## src/gc44_ram.sv

```systemverilog
`timescale 1ns / 1ps
// ----------------------------------------------------------------------------
// gc44_ram
// Generic single-port-write, single-port-read RAM with registered read.
// ----------------------------------------------------------------------------
module gc44_ram #(
    parameter int WIDTH = 16,
    parameter int DEPTH = 256
) (
    input  logic                     clk,
    input  logic                     we,
    input  logic [$clog2(DEPTH)-1:0] waddr,
    input  logic [WIDTH-1:0]         wdata,
    input  logic                     re,
    input  logic [$clog2(DEPTH)-1:0] raddr,
    output logic [WIDTH-1:0]         rdata
);

    logic [WIDTH-1:0] mem [DEPTH];

    always_ff @(posedge clk)
    begin
        if (we)
        begin
            mem[waddr] <= wdata;
        end
        if (re)
        begin
            rdata <= mem[raddr];
        end
    end

endmodule

```

## config.mk

```make
export PLATFORM = sky130hd
export DESIGN_NAME = gc44_ram
export DESIGN_NICKNAME = d
export VERILOG_FILES = /design/src/gc44_ram.sv
export SDC_FILE = /design/constraint.sdc
export NUM_CORES = 2
export LEC_CHECK = 0
export BUFFER_PORTS_ARGS = -buffer_cell sky130_fd_sc_hd__buf_2
export CAP_MARGIN = 0
export CORE_MARGIN = 2
export CORE_UTILIZATION = 47
export CTS_CLUSTER_DIAMETER = 80
export DETAILED_ROUTE_END_ITERATION = 10
export GPL_TIMING_DRIVEN = 0
export PLACE_DENSITY = 0.59
export SLEW_MARGIN = 40
export SYNTH_ARGS = -nofsm -noshare
export SYNTH_HDL_FRONTEND = slang
export SYNTH_SLANG_ARGS = --single-unit
```

## constraint.sdc

```tcl
create_clock -name clk -period 3.15 [get_ports clk]
set_input_delay 0.4725 -clock clk [delete_from_list [all_inputs] [get_ports clk]]
set_output_delay 0.4725 -clock clk [all_outputs]
set_load 0.02 [all_outputs]
```

==> impl_metrics.json <==
{
  "status": "finished with violations",
  "violations": "negative setup slack",
  "setup_viol": 15,
  "dieArea_mm2": 0.3427,
  "rr_worst_depth": 5,
  "worstSkewPairLatency_ps": 1000,
  "hold_viol": 0,
  "cp_slowest_cell": "nor4_4",
  "final_common_cell": "edfxtp_1",
  "die-width_um": 585.4,
  "syn_area_per_cell_um2": 21.59,
  "path_common_cell": "buf_4",
  "cts-htree-levels": 5,
  "ios": 51,
  "pre_cts_slack_ps": -2343,
  "place.detailed.hpwl_um": 357900,
  "synth_top_family_by_area": "multiplexers",
  "cts_buffers": 421,
  "p_per_area_mw_per_mm2": 625.2,
  "irDropWorstVdd_mv": 0.4967,
  "first_iter_violations": 12740,
  "core_region_area_mm2": 0.3366,
  "synth_enable_flop_cells": 4112,
  "place_congestion": 1.002,
  "rr_endpoint": "rdata[11]",
  "synth-seq-cells": 4112,
  "min_period_ps": 3344,
  "final_core_util": 0.5557,
  "drt_first_pass_iters": 6,
  "drt_wl_total_um": 509600,
  "max_freq_mhz": 299.0,
  "grt_pass1_vias": 80760,
  "fin_crit_sh": 1.062,
  "drive_gt1_frac": 0.3019,
  "synth_seq_area_share": 0.7772,
  "worst_slew_pin_slew_ps": 1014,
  "synth-simple-area-share": 0.01573,
  "wl_per_cell_um": 39.32,
  "fill_cells": 24870,
  "path_cells": "buf_4 -> buf_4 -> buf_6 -> buf_4 -> clkbuf_4 -> mux4_2 -> o22ai_1 -> a21oi_2 -> nand4_1 -> nor4_4",
  "grt_pass1_wl_um": 684100,
  "syn-instance-count": 7360,
  "synthMuxAreaShare": 0.1548,
  "whs_path_depth": 2,
  "hold_end": "mem[81][14]",
  "grt_max_degree": 101,
  "mostFrequentLayoutCells": "edfxtp_1 (4,112), mux4_2 (797), mux2i_1 (565)",
  "hold_path.class": "in2reg",
  "maxSlewHeadroom": 0.3238,
  "multi_input_area_mm2": 0.03605,
  "grt_usage": 0.2954,
  "dr_total_vias": 83770,
  "grt-ovfl-total": 0,
  "ys_warn_count": 0,
  "fin_nets": 8106,
  "cts_root_buffer": "clkbuf_16",
  "syn_area_mm2": 0.1589,
  "end_kind": "flop",
  "synthArstFlopShare": 0,
  "drc": 0,
  "regArea_mm2": 0.1235,
  "yosys.area.top_type_share": 0.7772,
  "cts_tree": "done",
  "syn_nets": 7395,
  "dieHeight_um": 585.4,
  "rows": 213,
  "yosysTopAreaCell": "edfxtp_1",
  "crit_type": "in2reg",
  "synth-xor-area-share": 0,
  "synthAdderAreaFrac": 0,
  "start_util": 0.4720,
  "antenna_found_initial": 46,
  "hp-start": "wdata[14]",
  "cp_max_fo": 10,
  "clock_skew_ps": 37.28,
  "cts_buffer_depth": 4,
  "r2r_slack_ps": 100,
  "required_ps": 3870,
  "netlist_top_cells_area": "edfxtp_1 (78%), mux4_2 (11%), mux2i_1 (3.6%)",
  "max_cap_viol_count": 0,
  "leakage_nw": 58.85,
  "synth_compound_area_frac": 0.03534,
  "clk_pin_slew_ps": 60,
  "drt.antenna.violating_nets": 0,
  "synth_top_flop_cell": "edfxtp_1",
  "synth_cell_type_count": 51,
  "slowest_delay_ps": 490,
  "regToRegStartpoint": "mem[59][11]",
  "portBuffers": 40,
  "clkSinkCount": 4112,
  "worst_slack_ps": -194.2,
  "syn_to_final_growth_pct": 17.74,
  "slew_violations": 0,
  "viasPerCell": 6.464,
  "start_kind": "primary input",
  "crit_arrival_ps": 4060
}
[power by group]
part	internal (mW)	leakage [nW]	switching (mW)	total, mW
Clock	28.2	6.58	21.1	49.4
Combinational	2.27	15.3	4.95	7.22
Sequential	60.3	37.0	0.0398	60.4
[worst max path at each step]
stage          startpoint         to  slack [ps]  cells past startpoint
6_report         raddr[1]   rdata[8]        -190                     10
5_1_grt          raddr[0]   rdata[8]          -5                     12
4_1_cts          raddr[2]   rdata[7]         -40                      8
3_5_place_dp     raddr[3]  rdata[11]       -2340                     10
3_3_place_gp     raddr[2]   rdata[9]       -3780                      8
2_1_floorplan    raddr[0]   rdata[4]         430                      8
[Yosys cell counts (3+ instances only)]
cell and count:
buf_12 5, and3_1 11, a221oi_1 28, clkbuf_1 230, mux2_2 88, a31oi_1 6, o31ai_1 16, nand2b_1 3
nand2_1 38, o221ai_1 252, buf_4 26, a211oi_1 18, mux4_2 797, buf_8 11, nand4b_1 3, nor2b_1 9
mux2i_1 565, o21ai_0 37, buf_1 27, a22oi_1 43, nand3_1 35, buf_6 77, inv_1 3, edfxtp_1 4112
o32ai_1 20, o22ai_1 148, nor4_1 17, a21oi_1 175, nand4_1 26, or2_2 4, buf_2 76, a22o_1 32
nor3_1 92, a2111oi_0 6, nor2_1 304
[per-layer routing]
metal  vias up  routed length, µm  global-route usage  part of all wire
met5         -                264            0.004763           0.00052
met4        10              23710              0.1205             0.047
met3       946              60110             0.08239              0.12
met2      4977             225800              0.4325              0.44
met1     44960             199700              0.4197              0.39
li1      32880                  -                   -                 -
[worst max-delay path, delay by kind of cell]
| family | cells | cell delay, ps |
|---|---|---|
| compound gates | 2 | 520 |
| buf+inv | 5 | 1770 |
| mux | 1 | 330 |
| simple gates | 2 | 840 |
[state kept, by name, summed over array words and instances (netlist names)]
register and flops:
mem 4096, rdata 16
[metrics by stage]
step                power [mW]  instance area (µm²)  TNS, ps  cells  hold slack, ps
floorplan                64.55               158900        0   7360           571.4
global placement         68.09               164700        -  11920           924.6
detailed placement       68.39               172100  -709810  12150           770.9
global route             119.4               187000   -5.798  12950           65.84
finish                   117.0               187100    -1436  12960           87.46
CTS                      117.1               186700   -79.84  12940           25.70
[cells by family after synthesis]
group	count (synthesis)
simple gates	556
mux	1450
compound gates	786
flops	4112
buf+inv	456
[timing repair]
item,CTS,global route
buffers inserted,1,0
hold endpoints to repair,592,0
endpoints found under the setup margin,16,15
gates resized for setup,213,66
hold buffers,16,0
pin swaps,9,14
[area by class of cell]
type,instances,area share
clock buffers,502,0.05863
inverters,4,0.00009364
multi-input cells,2792,0.1927
repair buffers,292,0.02817
flip-flops and latches,4112,0.6601
diodes,18,0.0002408
clock inverters,276,0.01342
well taps,4515,0.03020
plain buffers,448,0.01639
(Power assumes the default switching activity.)
